--- src/hdl/mtf_enc.sv ---
module mtf_enc #(
  parameter int N  = 256,
  parameter int IW = 8
) (
  input  logic [N-1:0]  onehot,
  output logic [IW-1:0] idx
);

  always_comb begin
    idx = '0;
    for (int k = 0; k < N; k++) begin
      if (onehot[k]) begin
        idx = idx | IW'(k);
      end
    end
  end

endmodule
--- config.mk ---
export PLATFORM = sky130hd
export DESIGN_NAME = mtf_enc
export DESIGN_NICKNAME = d
export VERILOG_FILES = /design/src/hdl/mtf_enc.sv
export SDC_FILE = /design/constraint.sdc
export NUM_CORES = 1
export LEC_CHECK = 0
export BUFFER_PORTS_ARGS = -buffer_cell sky130_fd_sc_hd__clkbuf_2
export CORE_AREA = 3 3 101 103
export DETAILED_ROUTE_END_ITERATION = 8
export DIE_AREA = 0 0 104 106
export SYNTH_ARGS = -nofsm -noshare
export SYNTH_HDL_FRONTEND = slang
export SYNTH_SLANG_ARGS = --single-unit
--- constraint.sdc ---
create_clock -name vclk -period 1.2
set_input_delay 0.06 -clock vclk [all_inputs]
set_output_delay 0.06 -clock vclk [all_outputs]
set_load 0.005 [all_outputs]
After elaboration in Yosys (flattened, before gate mapping)
Index checks and enable logic that the tools add are counted.
W data, S select, Z words.
- mux-type cells: 255
- operators with widths (cell ; count):
    $mux W8 ; 128
    $mux W7 ; 64
    $mux W6 ; 32
    $mux W5 ; 16
    $mux W4 ; 8
    $mux W3 ; 4
    $mux W2 ; 2
    $mux W1 ; 1
- flip-flop bits (word level): 0
- bits of input ports: 256
- output and inout port bits: 8
- logic and storage cells: 255

Depth between registers and ports, before layout
Gate-level depths: netlist of run 1.
- word-level depth: 255
- gate-level depth with buffers: 4
- gate-level depth less buffers: 4

Worst setup path before layout of run 1
No wires, ideal clock.
- kind: in2out
- from: input port onehot[177]
- to: output port idx[0]
- data arrival time: 0.984 ns
- required time: 1.140 ns
- setup slack: 0.156 ns
- cell stages on the path: 4
- path buffers: 0
- path through: nor4_1 nand4_1 nor4_2 nand4_1
- word-level cells in the longest chain between the ends: 79
- ends and longest elaborated chain (what ; line ; source):
    start, declared ; 5 ; input logic [N-1:0] onehot,
    $mux W8 (79 in a row) ; 12 ; if (onehot[k]) begin
    end, declared ; 6 ; output logic [IW-1:0] idx
Every way passes these cells.

Final worst setup path of run 1
- from: input port onehot[71]
- to: output port idx[6]
- word-level cells in the longest chain between the ends: 185
- ends and longest elaborated chain (what ; line):
    $mux W7 (57 in a row) ; 12
    $mux W8 (128 in a row) ; 12
Every way passes these cells.

==> flow_summary_export.csv, run 1 <==
group,metric,value,unit
run_status,status,"finished, violations left",
run_status,failed_checks,"negative setup slack",
sta,relSlewSlack,72.0,%
grt,track_usage,26.7,%
yosys,yosys.area.top_type,"nor4_1",
floorplanning,start_util,13.0,%
detailed_routing,first_pass_iters,4,
grt,grt.busiest_layer,"met2",
pwr,p_leak,0.00212,uW
detailed_routing,avgViaCountPerCell,4.98,
floorplanning,die_w,104,um
min_path,min_path_type,"in -> out",
yosys,yosysWarnings,0,
yosys,syn_inst,205,
critical_path,crit_path_end_kind,"output port",
sta,setup_slack,-0.275,ns
grt,grt-ovfl-total,0,
detailed_routing,routedWlPerCell,21.1,um
yosys,yosys.area.top_type_share,60.6,%
grt,grt_max_degree,4,
grt,grtUsageMet2,49.4,%
finish,num-nets-final,885,
yosys,netlist_top_cells_area,"nor4_1 61%, nand4_1 16%, nand3_1 6.6%, nor3_1 6.2%, nor2_1 4.0%",
sta,tns,-1.90,ns
floorplanning,core,0.00928,mm^2
sta,setup_violations,8,
grt,grt_pass1_vias,4062,
critical_path,arrival,1.42,ns
detailed_routing,wirelength,16.0,mm
sta,final_max_slew_viol_count,0,
floorplanning,die_h,106,um
floorplanning,num_rows,35,
yosys,synthTopCellsByCount,"117 x nor4_1, 30 x nand4_1, 16 x nand3_1",
min_path,hold_path_depth,4,
detailed_routing,route.detailed.drc,0,
pwr,vdd.ir_drop.worst,148,uV
floorplanning,dieArea,0.0110,mm^2
finish,drive_gt1_share,78.5,%
finish,final_util,49.8,%
placed_design,gp_congestion,0.911,
detailed_routing,vias,3762,
sta,timing_hold_violations_final,0,
yosys,syn-num-nets,461,
sta,rsz0062_at_grt,"true",
critical_path,start_kind,"input port",
grt,grtUsageMet1,33.5,%
yosys,seq_area_frac_synth,0,%
detailed_routing,final_antenna_net_count,0,
sta,clock.fmax,0.678,GHz
grt,gr-usage-met3,3.52,%
finish,diodes,0,
sta,fin_crit_sh,123,%
detailed_routing,drt_first_iter_violations,155,
finish,regArea,0,um^2
run,cap_violations,0,
critical_path,path_max_fanout,2,
grt,grt_pass1_wl,22.8,mm
floorplanning,ioPinCount,264,
yosys,synth_area,0.00121,mm^2
yosys,synthDistinctLibCells,8,
critical_path,crit_type,"in -> out",
finish,area_delta_synth_final,283,%
sta,period_needed,1.48,ns
pwr,pwr_density_cell,262,mW/mm^2
sta,max_slew.worst_pin.slew,0.416,ns
placed_design,port-buffer-count,263,
clocking,cts_hold_buffers,0,
grt,antenna_found_initial,0,
critical_path,crit_required,1.14,ns
placed_design,place_hpwl,14.5,mm
yosys,avgSynthCellArea,5.90,um^2
finish,clock_buffers,0,
yosys,yosysMostFrequentCell,"nor4_1",
finish,design.seq.count,0,
==> critical path: stages <==
cell and delay (ns):
buf_8 0.10, nor4_4 0.29, buf_4 0.16, nand4_1 0.13, nor4_2 0.29, buf_4 0.17, nand3_2 0.08, buf_6 0.14
==> worst paths after layout <==
| kind | startpoint | to | slack [ns] |
|---|---|---|---|
| max | onehot[71] | idx[6] | -0.28 |
| min | onehot[112] | idx[6] | 0.44 |
==> cell usage in the layout (no fill, tap or decap) <==
master,n
nand2_1,8
nor2_1,13
nand4_1,30
buf_6,10
clkbuf_2,248
nor3_2,3
nor3_1,11
nor3_4,1
buf_4,157
nand3_4,2
buf_8,2
buf_2,3
nor4_1,62
nand3_1,11
clkbuf_8,2
nand2_2,2
nand3_2,4
nor4_2,31
nor4_4,27
==> kinds of logic (layout without fill, tap and decap cells) <==
kind of cell | count (synthesis) | after routing | share of synthesized area (%)
and+or+nand+nor | 205 | 205 | 100
buffers and inverters | 0 | 422 | 0
==> metal layers <==
metal	wire [um]	vias up
met3	1110	11
met1	6550	1743
met4	144	0
li1	-	1811
met5	0	-
met2	8170	197
==> final cells by class <==
class | instances | area (um^2)
Fill cell | 955 | 4660
Timing Repair Buffer | 422 | 2610
Multi-Input combinational cell | 205 | 1860
Tap cell | 129 | 161
==> through the flow <==
stage               cell area (um^2)  std cells  total power, uW  hold slack, ns  setup slack [ns]
detailed placement              3860        753             1000           0.453            -0.603
global placement                3860        753              997           0.438            -0.646
floorplan                       1210        205             90.0           0.212             0.156
global route                    4630        756             1290           0.457            -0.343
finish                          4630        756             1210           0.439            -0.275
CTS                             4250        754             1110           0.455            -0.314
==> power breakdown <==
| part | internal, uW | total (uW) | leakage [uW] | switching [uW] |
|---|---|---|---|---|
| logic | 646 | 1210 | 0.00212 | 565 |
| registers | 0 | 0 | 0 | 0 |
| clock network | 0 | 0 | 0 | 0 |
==> what timing repair did <==
item,CTS,global route
hold endpoints to repair,0,0
gates cloned,0,0
setup buffers,1,2
gates resized for setup,57,74
setup endpoints to repair,8,8
pin swaps,22,23
Note: power is estimated with default switching activity, not from simulation.
==> inputs of run 2 (changes only) <==
--- a/config.mk
+++ b/config.mk
@@ -5,7 +5,7 @@
 export SDC_FILE = /design/constraint.sdc
 export NUM_CORES = 1
 export LEC_CHECK = 0
-export BUFFER_PORTS_ARGS = -buffer_cell sky130_fd_sc_hd__clkbuf_2
+export BUFFER_PORTS_ARGS = -buffer_cell sky130_fd_sc_hd__buf_2
 export CORE_AREA = 3 3 101 103
 export DETAILED_ROUTE_END_ITERATION = 8
 export DIE_AREA = 0 0 104 106
==> run 2 against run 1 <==
Net effect: combinational power about the same; total power up 2.0%; highest routed layer is now met5; the flow still finishes with violations (negative setup slack); worst hold slack worse by 0.035 ns; utilization up 0.67 points; routed wire length up 1.3%.
==> flow_summary_export.csv, run 2 (same netlist as run 1, synthesis figures left out) <==
group,metric,value,unit
pwr,p_int,657,uW
floorplanning,die_h,106,um
sta,setup_slack,-0.288,ns
floorplanning,core,0.00928,mm^2
pwr,vdd.ir_drop.worst,136,uV
clocking,cts_hold_buffers,0,
placed_design,port-buffer-count,263,
floorplanning,dieArea,0.0110,mm^2
sta,setup_violations,8,
sta,tns,-1.98,ns
min_path,min_path_type,"in -> out",
pwr,p_leak,0.00204,uW
finish,drive_gt1_share,78.9,%
pwr,p_comb_share,100.0,%
grt,grt_pass1_vias,4034,
finish,fillers,983,
detailed_routing,route.detailed.drc,0,
floorplanning,ioPinCount,264,
critical_path,arrival,1.43,ns
critical_path,cp.depth,7,
critical_path,crit_family,"simple AND/OR/NAND/NOR gates",
critical_path,path_buf_inv,3,
pwr,pwr-share-clk,0,%
pwr,pwr_density_cell,263,mW/mm^2
detailed_routing,vias,3773,
sta,relSlewSlack,73.8,%
detailed_routing,avgViaCountPerCell,5.02,
critical_path,critical-path-max-stage-delay,0.32,ns
sta,final_max_slew_viol_count,0,
finish,design.seq.count,0,
finish,clock_buffers,0,
pwr,p_switching,578,uW
floorplanning,die_w,104,um
pwr,seq_power_share,0,%
detailed_routing,first_pass_iters,4,
critical_path,path_max_fanout,2,
grt,antenna_found_initial,1,
sta,clock.fmax,0.672,GHz
critical_path,crit_required,1.14,ns
grt,grt-ovfl-total,0,
detailed_routing,drt_first_iter_violations,184,
grt,grt_max_degree,4,
finish,final_common_cell,"buf_2",
run_status,status,"finished, violations left",
sta,rsz0062_at_grt,"true",
grt,grt_pass1_wl,23.0,mm
run_status,failed_checks,"negative setup slack",
finish,area_delta_synth_final,288,%
sta,max_slew.worst_pin.slew,0.389,ns
finish,diodes,0,
grt,track_usage,26.8,%
detailed_routing,final_antenna_net_count,0,
placed_design,gp_congestion,0.907,
critical_path,crit_type,"in -> out",
placed_design,place_hpwl,14.6,mm
finish,num-nets-final,880,
critical_path,slowest_stage,"nor4_4",
finish,final-instance-count-excl-fill,751,
finish,regArea,0,um^2
critical_path,start_kind,"input port",
detailed_routing,wirelength,16.2,mm
sta,period_needed,1.49,ns
finish,mostFrequentLayoutCells,"242 x buf_2, 152 x buf_4, 61 x nor4_1, 31 x nor4_4, 30 x nand4_1",
sta,fin_crit_sh,124,%
floorplanning,num_rows,35,
critical_path,crit_path_end_kind,"output port",
min_path,hold_path_depth,4,
critical_path,crit_chain,"buf_6 -> nor4_4 -> nand4_1 -> buf_6 -> nor4_4 -> nand4_1 -> buf_2",
placed_design,dp.cells,747,
sta,timing_hold_violations_final,0,
floorplanning,start_util,13.0,%
run,cap_violations,0,
detailed_routing,routedWlPerCell,21.6,um
pwr,p_sw_share,46.8,%
run 2: power groups by stage:
stage	Sequential (uW)	Combinational, uW	Clock [uW]
final	0	1240	0
after floorplan	0	90.0	0
after global routing	0	1310	0
after detailed placement	0	987	0
after global placement	0	984	0
after CTS	0	1120	0
run 2: per-stage QoR:
| stage | hold WS, ns | total power (uW) | area (um^2) | utilization (%) | worst slack, ns |
|---|---|---|---|---|---|
| after floorplan | 0.212 | 90.0 | 1210 | - | 0.156 |
| after global placement | 0.424 | 984 | 3810 | 41.1 | -0.636 |
| after detailed placement | 0.423 | 987 | 3810 | 41.1 | -0.597 |
| after CTS | 0.416 | 1120 | 4330 | 46.6 | -0.301 |
| after global routing | 0.433 | 1310 | 4690 | 50.5 | -0.410 |
| final | 0.404 | 1240 | 4690 | 50.5 | -0.288 |
run 2: what timing repair did:
| item | in CTS | in global routing |
|---|---|---|
| setup buffers | 2 | 2 |
| resized for setup | 78 | 64 |
| pin swaps | 25 | 22 |
| setup endpoints to repair | 8 | 8 |
run 2: final cells by class:
cell class                      instances  area (um^2)  share of cell area (%)
Multi-Input combinational cell        205         1910                    40.7
Timing Repair Buffer                  417         2620                    55.8
Tap cell                              129          161                    3.44
run 2: worst paths after layout:
| check | startpoint | to | slack, ns |
|---|---|---|---|
| setup / recovery | onehot[183] | idx[0] | -0.29 |
| hold / removal | onehot[112] | idx[6] | 0.40 |
run 2: per-layer routing:
| layer | wire length [um] | part of all wire (%) | GRT usage [%] | vias up |
|---|---|---|---|---|
| li1 | - | - | - | 1794 |
| met1 | 6650 | 41 | 34.1 | 1773 |
| met2 | 8230 | 51 | 49.5 | 188 |
| met3 | 1030 | 6.4 | 2.98 | 16 |
| met4 | 261 | 1.6 | 3.80 | 2 |
| met5 | 10 | 0.062 | 0 | - |
==> inputs of run 3 (changes only) <==
--- a/config.mk
+++ b/config.mk
@@ -9,6 +9,7 @@
 export CORE_AREA = 3 3 101 103
 export DETAILED_ROUTE_END_ITERATION = 8
 export DIE_AREA = 0 0 104 106
+export PLACE_DENSITY = 0.52
 export SYNTH_ARGS = -nofsm -noshare
 export SYNTH_HDL_FRONTEND = slang
 export SYNTH_SLANG_ARGS = --single-unit
==> run 3 against run 2 <==
Net effect: the flow still finishes with violations (negative setup slack); worst hold slack better by 0.046 ns; utilization is 3.1 points higher; non-clock buffer count up 3; cell count up 0.40%; largest power group unchanged; highest routed layer is now met4.
==> flow_summary_export.csv, run 3 (same netlist as run 1, synthesis figures left out) <==
group,metric,value,unit
sta,setup_slack,-0.320,ns
critical_path,crit_type,"in -> out",
clocking,cts_hold_buffers,0,
critical_path,path_max_fanout,2,
placed_design,place_hpwl,14.3,mm
floorplanning,die_h,106,um
sta,period_needed,1.52,ns
finish,area_delta_synth_final,311,%
pwr,pwr_density_cell,263,mW/mm^2
finish,clock_buffers,0,
floorplanning,die_w,104,um
min_path,min_path_type,"in -> out",
finish,final-instance-count-excl-fill,754,
critical_path,crit_path_end_kind,"output port",
detailed_routing,route.detailed.drc,0,
finish,regArea,0,um^2
critical_path,startpoint,"onehot[105]",
detailed_routing,vias,3806,
finish,design.seq.count,0,
finish,diodes,0,
detailed_routing,wirelength,16.1,mm
critical_path,crit_required,1.14,ns
finish,final_common_cell,"buf_2",
grt,grt-ovfl-total,0,
pwr,vdd.ir_drop.worst,133,uV
run,cap_violations,0,
critical_path,crit_chain,"buf_2 -> nor4_1 -> nand3_2 -> nor4_1 -> buf_4 -> nand3_4 -> buf_6",
sta,timing_hold_violations_final,0,
sta,clock.fmax,0.658,GHz
finish,design_area,0.00497,mm^2
placed_design,port-buffer-count,263,
finish,final_util,53.6,%
grt,grt_pass1_vias,4071,
run_status,status,"finished, violations left",
sta,rsz0062_at_grt,"true",
floorplanning,core,0.00928,mm^2
critical_path,start_kind,"input port",
detailed_routing,first_pass_iters,4,
detailed_routing,avgViaCountPerCell,5.05,
critical_path,path_buf_inv,3,
sta,max_slew.worst_pin.slew,0.370,ns
run_status,failed_checks,"negative setup slack",
min_path,min-delay-start,"onehot[129]",
floorplanning,ioPinCount,264,
critical_path,arrival,1.46,ns
finish,drive_gt1_share,81.3,%
grt,grt_pass1_wl,22.8,mm
sta,final_max_slew_viol_count,0,
critical_path,slowest_stage,"nor4_1",
floorplanning,num_rows,35,
detailed_routing,routedWlPerCell,21.3,um
pwr,p_leak,0.00215,uW
grt,antenna_found_initial,0,
detailed_routing,drt_first_iter_violations,209,
floorplanning,dieArea,0.0110,mm^2
sta,fin_crit_sh,127,%
sta,setup_violations,8,
pwr,power,1310,uW
critical_path,critical-path-max-stage-delay,0.38,ns
critical_path,crit_family,"simple AND/OR/NAND/NOR gates",
placed_design,dp.cells,752,
finish,num-nets-final,883,
critical_path,crit_top_cell,"nor4_1",
finish,mostFrequentLayoutCells,"232 x buf_2, 153 x buf_4, 50 x nor4_1, 42 x nor4_4, 33 x buf_6",
placed_design,preCtsSetupSlack,-0.669,ns
placed_design,gp_congestion,0.927,
floorplanning,start_util,13.0,%
grt,grt_max_degree,4,
placed_design,place_area,0.00385,mm^2
grt,track_usage,26.7,%
sta,relSlewSlack,75.1,%
detailed_routing,final_antenna_net_count,0,
## run 3: changes by cell type in the layout (fill, tap and decap cells not counted), sizes merged
cell  change
buf       +3
## run 3: worst paths after layout
kind | end | slack, ns | depth (start not counted)
worst min-delay path | idx[7] | 0.45 | 4
worst max-delay path | idx[6] | -0.32 | 7
## run 3: through the flow
| stage | TNS [ns] | hold WS [ns] |
|---|---|---|
| finish | -1.81 | 0.451 |
| global route | -2.31 | 0.476 |
| CTS | -1.79 | 0.446 |
| detailed placement | -4.05 | 0.451 |
| global placement | -4.20 | 0.450 |
| floorplan | 0 | 0.212 |
## run 3: layout make-up
class	count	area [um^2]
tap	129	161
fill	924	4310
multi-input combinational	205	2100
timing repair buffer	420	2710
## run 3: timing repair
| action | CTS | global route |
|---|---|---|
| buffers inserted | 2 | 1 |
| setup endpoints to repair | 8 | 8 |
| gates resized for setup | 110 | 79 |
| pin swaps | 20 | 28 |
## run 3: layer usage
layer	wire length [um]	global-route usage, %
met1	6450	33.7
met3	1150	3.83
met4	293	3.32
met2	8190	49.4
met5	0	0
## run 3: tightest hold or removal path, delay by kind of cell
family        cells  cell delay [ns]
simple gates      2             0.14
buf+inv           2             0.19
## run 3: power by group
group | internal [uW] | switching [uW]
Combinational | 698 | 610
Clock | 0 | 0
Sequential | 0 | 0
Total | 698 | 610
