[config.mk]
export PLATFORM = sky130hd
export DESIGN_NAME = mtf_cell
export DESIGN_NICKNAME = d
export VERILOG_FILES = /design/src/hdl/mtf_pkg.sv /design/src/hdl/mtf_cell.sv
export SDC_FILE = /design/constraint.sdc
export NUM_CORES = 1
export LEC_CHECK = 0
export BUFFER_PORTS_ARGS = -buffer_cell sky130_fd_sc_hd__buf_4
export CAP_MARGIN = 25
export CORE_AREA = 2 2 39 41
export CTS_BUF_LIST = sky130_fd_sc_hd__clkbuf_16
export CTS_CLUSTER_SIZE = 25
export DETAILED_ROUTE_END_ITERATION = 8
export DIE_AREA = 0 0 41 43
export GPL_ROUTABILITY_DRIVEN = 0
export PLACE_DENSITY = 0.65
export SYNTH_ARGS = -nofsm -noshare
export SYNTH_HDL_FRONTEND = slang
export SYNTH_SLANG_ARGS = --single-unit
[constraint.sdc]
create_clock -name clk -period 1.1 [get_ports clk]
set_input_delay 0.165 -clock clk [delete_from_list [all_inputs] [get_ports clk]]
set_output_delay 0.165 -clock clk [all_outputs]
set_load 0.02 [all_outputs]
[src/hdl/mtf_pkg.sv]
package mtf_pkg;

  localparam int SYM_W = 9;
  localparam int POS_W = 9;

endpackage

[src/hdl/mtf_cell.sv]
module mtf_cell #(
  parameter int VAL_W = 9,
  parameter int INIT  = 1
) (
  input  logic                    clk,
  input  logic                    rst,
  input  logic [mtf_pkg::SYM_W-1:0] key,
  input  logic                    shift,
  input  logic [VAL_W-1:0]        din,
  output logic [VAL_W-1:0]        value,
  output logic                    match
);

  localparam int CMP_W = (VAL_W > mtf_pkg::SYM_W) ? VAL_W : mtf_pkg::SYM_W;

  always_ff @(posedge clk) begin
    if (rst) begin
      value <= VAL_W'(INIT);
    end else if (shift) begin
      value <= din;
    end
  end

  assign match = (CMP_W'(value) == CMP_W'(key));

endmodule

# Yosys cells after proc, flatten, opt, wreduce, memory -nomap -nowiden
# Cells that the tools add are included.
[classes]
mul = 0
eq_ne = 1
n_reduce_logical = 0
add_sub_neg = 0
bitwise = 0
div = 0
muxes = 0
n_lt_le_gt_ge = 0
n_shift = 0
[ops]
columns = ["cell", "n"]
rows = [
  ["equality test 9 bit", 1],
]
[totals]
out_inout_bits = 10
regBits = 9
latchBits = 0
romBits = 0
mem_count = 0
ram_bits = 0
inputBits = 21

# Longest topological paths before layout
# Gate-level depths: netlist of run 1.
[logic_depth]
depth_word = 1
depth_mapped = 3

# Worst setup path before layout of run 1
# Ideal clock, no wire load.
[synth_path]
path_kind = "flip-flop to output port"
from = "register value[1]"
to = "output match"
n_path_buf = 0
stages_incl_launch_ff = 4
path_slack_ps = -222
t_arrival_ps = 1157
cell_sequence = "dfxtp_1 > xnor2_1 > nand3_1 > nor4_2"
[synth_via]
elab_chain_cells = 1
[synth_rtl]
columns = ["element", "line_no", "text"]
rows = [
  ["start, declared", "mtf_cell.sv:10", "output logic [VAL_W-1:0] value,"],
  ["start signal, assigned", "mtf_cell.sv:18", "value <= VAL_W'(INIT);"],
  ["start signal, assigned", "mtf_cell.sv:20", "value <= din;"],
  ["equality test 9 bit", "mtf_cell.sv:24", "assign match = (CMP_W'(value) == CMP_W'(key));"],
  ["end, declared", "mtf_cell.sv:11", "output logic match"],
]
# No other way between the ends.

# Worst setup path in the final report of run 1
[layout_path]
from = "register value[4]"
to = "output match"
# Same word-level chain as after synthesis.

==> run_results.csv, run 1 <==
group,metric,value,unit
outcome,status,"complete, but fails checks",
outcome,violations,"setup timing",
synth,synth_common_cells,"dfxtp_1, mux2i_1, nor2_1, xnor2_1, xor2_1",
clock_network,cts.clk_slew.worst_paths,40,ps
floorplan,initial_core_util,0.303,
final_layout,n_fill_cell,120,
synth,synth_largest_area_cell,"dfxtp_1",
synth,synth_cell_type_count,12,
timing,post-route-period-util,1.24,
timing,tns,-264,ps
timing,max_freq,733,MHz
power,clkPwrFrac,0.506,
critical_path,r2r_end,"value[0]",
synth,ys_seq_area_frac,0.430,
final_layout,num_antenna_cells,0,
timing,rsz0062_at_grt,"yes",
detailed_routing,ant_nets,0,
critical_path,critPathMaxFanout,2,
critical_path,worstPathArrival,1200,ps
timing,maxSlewViolCount,0,
critical_path,crit_buf_inv,1,
critical_path,crit_type,"reg -> out",
floorplan,dieArea,0.00176,mm^2
power,p_per_area,1420,mW/mm^2
global_route,grt_pass1_vias,397,
clock_network,cts_tree,"yes",
hold_path,hold_path.class,"in -> reg",
synth,synth_top_cell_area_share,0.430,
power,p_int,0.968,mW
detailed_routing,drt-pass1-iter-count,2,
global_route,grt_max_degree,11,
synth,syn-instance-count,41,
synth,yosys_warnings,0,
critical_path,endpoint,"match",
critical_path,startpoint_type,"flip-flop",
detailed_routing,via_count,423,
timing,hold_viol,0,
power,ir_worst_vdd,1.02,mV
global_route,antenna_found_initial,0,
detailed_routing,drt_wl_total,1.09,mm
power,p_leak,0.437,nW
critical_path,required,940,ps
critical_path,crit_chain,"xnor2_2 > nand4_1 > nor4_4 > buf_4",
final_layout,final_nets,102,
place,port_buffers,30,
power,seq_power_share,0.294,
synth,synth_nets,62,
floorplan,core_area,0.00138,mm^2
timing,fin_ws,-264,ps
synth,ys_seq_elements,9,
synth,syn-cell-area,419,um^2
timing,setup_violations,1,
final_layout,largest-register,"value",
floorplan,die-height,43,um
place,dpl.hpwl,789,um
timing,hold_ws,151,ps
power,p_sw_frac,0.219,
critical_path,crit_slowest_cell,"dfxtp_4",
synth,synth_area_leaders,"dfxtp_1, mux2i_1, xnor2_1, nor2_1, xor2_1",
global_route,overflow,0,
critical_path,reg2reg_from,"value[0]",
final_layout,reg_top3,"value (9)",
floorplan,fp.dieW,41,um
timing,worst_slew_pin_slew,236,ps
critical_path,cp.depth,4,
clock_network,clockRootBuffer,"clkbuf_16",
detailed_routing,vias_per_cell,4.41,
timing,fin_crit,1360,ps
clock_network,post_cts_buffers,0,
synth,yosysMostFrequentCell,"dfxtp_1",
global_route,grt_pass1_wl,1.59,mm
clock_network,cts.sink_count,9,
clock_network,cts_max_path_buffers,2,
final_layout,register_area,200,um^2
critical_path,cp-end-kind,"output pin",
critical_path,crit_start,"value[4]",
synth,synth_area_per_cell,10.2,um^2
final_layout,multiInputGateArea,294,um^2
critical_path,cpPeakStageDelay,340,ps
clock_network,htree_levels,1,
clock_network,cts_buffers,3,
place,place_inst,92,
synth,synth_edf_count,0,
final_layout,largest_reg_flops,9,
timing,fin_skew,0,ps
run,cap_violations,0,
power,p_switching,0.272,mW
global_route,grt_usage,0.143,
power,comb_power_share,0.199,
detailed_routing,dr.first_iter.drc_count,2,
critical_path,ff2ff_path_depth,3,
final_layout,area_growth,108,%
detailed_routing,drc,0,
critical_path,reg2reg_slack,170,ps
clock_network,clk_latency,230,ps
synth,async_flop_share,0,
critical_path,crit_family,"flip-flops",
detailed_routing,wire_per_inst,11.4,um
synth,synthFlopType,"dfxtp_1",
timing,slew_headroom,0.842,
final_layout,fin_cells,96,
floorplan,num_io_pins,31,
floorplan,placementRows,14,
final_layout,drive_gt1_frac,0.713,
## kinds of logic (layout without fill, tap and decap cells)
kind of cell              after synthesis  after routing  synth area share
AOI/OAI and AO/OA                       1              1            0.0209
DFF                                     9              9             0.430
buffers and inverters                   2             41            0.0269
xor gates and xnor gates                9              9             0.188
muxes                                   8              8             0.191
and+or+nand+nor                        12             12             0.143
## layout make-up
cell class                 instances  area share
tap                               16      0.0230
multi-input combinational         30       0.338
clock buffer                       3      0.0862
timing repair buffer              37       0.319
clock inverter                     1     0.00431
sequential                         9       0.230
## through the flow
step / instance area [um^2] / util / setup slack (ps) / power [mW]
finish: 871 / 0.629 / -264 / 1.24
global route: 871 / 0.629 / -335 / 1.29
CTS: 848 / 0.613 / -275 / 1.25
detailed placement: 733 / 0.530 / -114 / 0.589
global placement: 733 / 0.530 / -105 / 0.586
floorplan: 447 / - / -58.1 / 0.471
## worst min path at each step
| stage | startpoint | to | slack, ps | cells past startpoint |
|---|---|---|---|---|
| after global placement | din[0] | value[0] | 390 | 2 |
| after CTS | din[0] | value[0] | 150 | 2 |
| after detailed placement | din[0] | value[0] | 390 | 2 |
| after floorplan | din[0] | value[0] | 290 | 1 |
| after global routing | din[0] | value[0] | 170 | 2 |
| final | din[0] | value[0] | 150 | 2 |
## per-layer routing
layer,share of wire,vias up,GRT usage,routed length (um)
met4,0.025,0,0.0800,27
met5,0,-,0,0
met1,0.38,190,0.150,413
li1,-,215,-,-
met2,0.53,14,0.225,581
met3,0.067,4,0.0628,73
## repair_timing
action | CTS | global route
cloned | 0 | 0
endpoints found under the setup margin | 1 | 1
hold buffers | 0 | 0
resized for setup | 6 | 3
pin swaps | 7 | 1
## power groups by stage
stage,sequential [mW],clock [mW],combinational (mW)
global placement,0.365,0,0.221
CTS,0.363,0.642,0.241
global route,0.368,0.658,0.267
floorplan,0.392,0,0.0788
finish,0.365,0.628,0.247
detailed placement,0.365,0,0.223
## placed cells by master (no fill, tap or decap), drive strengths merged, types with 2 or more instances in the layout
cell,Yosys,routed
nor2,8,8
buf,1,37
xor2,2,2
mux2i,8,8
xnor2,7,7
clkbuf,1,3
dfxtp,9,9
No activity file was read; power rests on OpenSTA's default activity.
==> run 2: changes to the inputs <==
- ABC_AREA: not set -> 1
- PLACE_DENSITY: 0.65 -> 0.69
==> run_results.csv, run 2 <==
group,metric,value,unit
synth,synth_area_per_cell,6.43,um^2
synth,async_flop_share,0,
clock_network,cts_buffers,3,
synth,synth_largest_area_cell,"dfxtp_1",
clock_network,cts_tree,"yes",
floorplan,num_io_pins,31,
clock_network,clockRootBuffer,"clkbuf_16",
synth,ys_seq_elements,9,
final_layout,area_growth,73.8,%
synth,synth_compound_area_frac,0.149,
synth,synthFlopType,"dfxtp_1",
detailed_routing,drt_wl_total,1.16,mm
synth,yosysMostFrequentCell,"nand2_1",
timing,rsz0062_at_grt,"yes",
floorplan,dieArea,0.00176,mm^2
detailed_routing,wire_per_inst,9.48,um
detailed_routing,ant_nets,0,
synth,synth_top_cell_area_share,0.389,
timing,post-route-period-util,1.20,
synth,ys_seq_area_frac,0.389,
power,seq_power_share,0.310,
detailed_routing,drc,0,
timing,hold_viol,0,
synth,synth-simple-area-share,0.276,
power,p_leak,0.427,nW
synth,synth_adder_area_share,0,
timing,fin_ws,-224,ps
final_layout,fin_cells,122,
final_layout,num_antenna_cells,0,
synth,synth_area_leaders,"dfxtp_1, nand2_1, inv_1, nor2_1, o21ai_0",
final_layout,drive_gt1_frac,0.425,
floorplan,initial_core_util,0.335,
power,p_sw_frac,0.222,
critical_path,required,940,ps
global_route,grt_pass1_wl,1.98,mm
floorplan,die-height,43,um
global_route,grt_max_degree,15,
clock_network,cts.sink_count,9,
synth,yosys_warnings,0,
critical_path,ff2ff_path_depth,3,
final_layout,final_nets,128,
final_layout,reg_top3,"value (9)",
global_route,overflow,0,
power,ir_worst_vdd,0.885,mV
timing,setup_violations,1,
critical_path,crit_type,"reg -> out",
outcome,status,"complete, but fails checks",
detailed_routing,via_count,528,
timing,maxSlewViolCount,0,
floorplan,placementRows,14,
final_layout,post-route-util,0.581,
detailed_routing,drt-pass1-iter-count,4,
clock_network,htree_levels,1,
power,p_switching,0.268,mW
global_route,grt_pass1_vias,490,
synth,synth_common_cells,"nand2_1, inv_1, nor2_1, dfxtp_1, o21ai_0",
synth,synth_nets,93,
final_layout,largest_reg_flops,9,
floorplan,fp.dieW,41,um
timing,worst_slew_pin_slew,278,ps
power,p_int,0.941,mW
synth,synth_top_family_by_area,"simple AND/OR/NAND/NOR gates",
clock_network,cts_max_path_buffers,2,
global_route,grt_usage,0.168,
critical_path,startpoint_type,"flip-flop",
detailed_routing,dr.first_iter.drc_count,16,
hold_path,min_path_cells,3,
final_layout,largest-register,"value",
synth,syn-instance-count,72,
synth,synth-xor-area-share,0.0568,
timing,slew_headroom,0.814,
timing,fin_skew,0,ps
power,comb_power_share,0.179,
place,port_buffers,30,
hold_path,hold_path.class,"in -> reg",
power,clkPwrFrac,0.511,
detailed_routing,vias_per_cell,4.33,
timing,fin_crit,1320,ps
timing,max_freq,755,MHz
run,cap_violations,0,
synth,syn-cell-area,463,um^2
clock_network,clk_latency,230,ps
floorplan,core_area,0.00138,mm^2
clock_network,post_cts_buffers,0,
final_layout,layout_commonest_cell,"buf_4",
critical_path,critPathMaxFanout,3,
final_layout,most-common-layout-cells,"buf_4, nand2_1, inv_1, nor2_1, o21ai_0",
outcome,violations,"setup timing",
clock_network,cts.clk_slew.worst_paths,40,ps
synth,synth_cell_type_count,11,
synth,synth_edf_count,0,
global_route,antenna_found_initial,0,
critical_path,cp-end-kind,"output pin",
place,dpl.hpwl,924,um
critical_path,worstPathArrival,1160,ps
power,p_per_area,1500,mW/mm^2
synth,post_synth_mux_area_share,0,
place,place_inst,118,
[run 2: cell types whose count changed after synthesis, moves of 2 or more]
cell	before	now
nand3_1	1	3
nor2_1	8	12
inv_1	0	12
a21oi_1	0	5
o21ai_0	0	7
xnor2_1	7	3
nand2_1	0	18
xor2_1	2	0
mux2i_1	8	0
[run 2: cell families after synthesis]
group	Yosys count
AND/OR/NAND/NOR	33
XOR/XNOR	3
AO/OA/AOI/OAI	13
buffers and inverters	14
flip-flops	9
[run 2: worst max-delay path, cell delays in order, from the launching register on]
cell     delay [ps]
dfxtp_2         330
inv_1            60
nand2_1          60
nand2_1          50
nor2_1           80
nand3_1         110
nor2_4          120
buf_6           120
[run 2: power groups by stage]
| stage | Combinational [mW] | Clock, mW | Sequential (mW) |
|---|---|---|---|
| after floorplan | 0.0819 | 0 | 0.404 |
| after global routing | 0.243 | 0.660 | 0.378 |
| after CTS | 0.219 | 0.635 | 0.374 |
| after global placement | 0.214 | 0 | 0.377 |
| after detailed placement | 0.217 | 0 | 0.379 |
| final | 0.217 | 0.618 | 0.374 |
[run 2: worst paths after layout]
| kind | start | to | slack (ps) |
|---|---|---|---|
| setup / recovery | value[7] | match | -220 |
| hold / removal | din[0] | value[0] | 150 |
| hold reg to reg | value[3] | value[3] | 460 |
| setup reg to reg | value[6] | value[6] | 380 |
[run 2: layout make-up]
class / count / area [um^2]
Fill cell: 130 / 579
Timing Repair Buffer: 31 / 236
Multi-Input combinational cell: 49 / 233
Sequential cell: 9 / 188
Clock buffer: 3 / 75.1
Inverter: 13 / 48.8
Tap cell: 16 / 20.0
Clock inverter: 1 / 3.75
[run 2: routing by layer]
layer / GRT usage / routed length [um] / share of wire / up-vias
met3: 0.0733 / 110 / 0.095 / 4
met5: 0 / 0 / 0 / -
met4: 0.0600 / 17 / 0.015 / 0
met1: 0.216 / 480 / 0.42 / 213
li1: - / - / - / 288
met2: 0.241 / 548 / 0.47 / 23
[run 2: metrics by stage]
stage / worst slack [ps] / total power [mW] / TNS [ps] / area [um^2] / hold slack [ps]
after floorplan: 38.6 / 0.486 / 0 / 478 / 287
after global placement: 10.6 / 0.591 / 0 / 719 / 380
after detailed placement: 4.53 / 0.596 / 0 / 719 / 390
after CTS: -241 / 1.23 / -241 / 802 / 151
after global routing: -318 / 1.28 / -318 / 805 / 176
final: -224 / 1.21 / -224 / 805 / 152
[run 2: what timing repair did]
action / in CTS / in global routing
hold buffers: 0 / 0
setup endpoints to repair: 1 / 1
pin swaps: 3 / 3
resized for setup: 1 / 2
==> run 3: changes to the inputs <==
- PLACE_DENSITY: 0.69 -> 0.7
==> run_results.csv, run 3 (synthesized netlist as in run 2, its figures left out) <==
group,metric,value,unit
outcome,status,"complete, but fails checks",
outcome,violations,"setup timing",
floorplan,num_io_pins,31,
detailed_routing,drc,0,
critical_path,crit_chain,"inv_2 > nand2_1 > nand2_1 > nor2_2 > nand3_2 > nor2_4 > buf_6",
clock_network,cts_buffers,3,
timing,maxSlewViolCount,0,
power,ir_worst_vdd,0.985,mV
hold_path,hold_path.class,"in -> reg",
detailed_routing,vias_per_cell,4.41,
critical_path,worstPathArrival,1170,ps
detailed_routing,ant_nets,0,
timing,fin_ws,-235,ps
timing,rsz0062_at_grt,"yes",
final_layout,largest-register,"value",
clock_network,cts_tree,"yes",
timing,slew_headroom,0.824,
critical_path,crit_type,"reg -> out",
final_layout,drive_gt1_frac,0.472,
final_layout,most-common-layout-cells,"buf_4, nand2_1, inv_1, nor2_1, o21ai_0",
final_layout,reg_top3,"value (9)",
critical_path,critPathMostFrequentCell,"nand2_1",
floorplan,core_area,0.00138,mm^2
timing,hold_viol,0,
critical_path,crit_slowest_cell,"dfxtp_2",
global_route,overflow,0,
timing,fin_skew,0,ps
final_layout,post-route-cell-area,821,um^2
timing,post-route-period-util,1.21,
critical_path,cpPeakStageDelay,330,ps
final_layout,layout_commonest_cell,"buf_4",
final_layout,final_nets,128,
final_layout,multiInputGateArea,248,um^2
detailed_routing,via_count,538,
floorplan,dieArea,0.00176,mm^2
power,p_leak,0.427,nW
global_route,grt_pass1_vias,535,
power,p_per_area,1510,mW/mm^2
timing,setup_violations,1,
clock_network,post_cts_buffers,0,
place,placed_area,719,um^2
final_layout,fin_cells,122,
global_route,grt_pass1_wl,2.02,mm
floorplan,fp.dieW,41,um
run,cap_violations,0,
global_route,grt_usage,0.168,
floorplan,die-height,43,um
place,port_buffers,30,
critical_path,cp-end-kind,"output pin",
timing,fin_crit,1330,ps
global_route,antenna_found_initial,0,
clock_network,htree_levels,1,
clock_network,clockRootBuffer,"clkbuf_16",
critical_path,critPathMaxFanout,3,
detailed_routing,drt_wl_total,1.15,mm
critical_path,required,940,ps
clock_network,clk_latency,230,ps
clock_network,postCtsHoldBufs,0,
place,dpl.hpwl,875,um
global_route,grt_max_degree,15,
clock_network,cts.clk_slew.worst_paths,40,ps
floorplan,placementRows,14,
final_layout,num_antenna_cells,0,
timing,worst_slew_pin_slew,264,ps
timing,max_freq,749,MHz
floorplan,initial_core_util,0.335,
final_layout,largest_reg_flops,9,
critical_path,startpoint_type,"flip-flop",
place,place_inst,118,
detailed_routing,drt-pass1-iter-count,4,
final_layout,n_fill_cell,139,
clock_network,cts.sink_count,9,
detailed_routing,wire_per_inst,9.46,um
final_layout,register_area,188,um^2
detailed_routing,dr.first_iter.drc_count,2,
clock_network,cts_max_path_buffers,2,
final_layout,area_growth,77.3,%
run 3: through the flow:
| step | setup TNS, ps | worst slack (ps) | utilization | power, mW | hold slack, ps |
|---|---|---|---|---|---|
| finish | -235 | -235 | 0.593 | 1.24 | 147 |
| global route | -316 | -316 | 0.593 | 1.30 | 158 |
| CTS | -263 | -263 | 0.580 | 1.24 | 149 |
| detailed placement | -4.46 | -4.46 | 0.520 | 0.595 | 388 |
| global placement | 0 | 2.87 | 0.520 | 0.591 | 382 |
| floorplan | 0 | 38.6 | - | 0.486 | 287 |
run 3: routing by layer:
metal,global-route usage,routed length [um],part of all wire,vias up
li1,-,-,-,286
met1,0.169,414,0.36,228
met2,0.291,611,0.53,22
met3,0.0524,116,0.10,2
met4,0.0800,12,0.010,0
met5,0,0,0,-
run 3: final cells by class:
cell class	count	share of cell area
Clock inverter	1	0.00610
Timing Repair Buffer	31	0.288
Tap cell	16	0.0244
Multi-Input combinational cell	49	0.302
Sequential cell	9	0.229
Clock buffer	3	0.0915
Inverter	13	0.0595
run 3: what timing repair did:
action	CTS	global route
pin swaps	1	5
endpoints found under the setup margin	1	1
resized for setup	1	6
run 3: critical path: cells and delay by family, from the launching register on:
family	cells	cell delay, ps
flops	1	330
simple gates	5	450
buf+inv	2	160
run 3: final timing paths:
kind                            startpoint        to  slack (ps)  cells after the start
worst max register to register    value[6]  value[6]         380                      3
worst min-delay path                din[0]  value[0]         150                      3
worst max-delay path              value[5]     match        -230                      7
worst min register to register    value[5]  value[5]         460                      2
run 3: power by group:
part | switching [mW] | leakage, nW | total, mW | internal, mW
sequential | 0.0187 | 0.0760 | 0.373 | 0.354
combinational | 0.113 | 0.310 | 0.229 | 0.116
clock | 0.156 | 0.0409 | 0.635 | 0.479
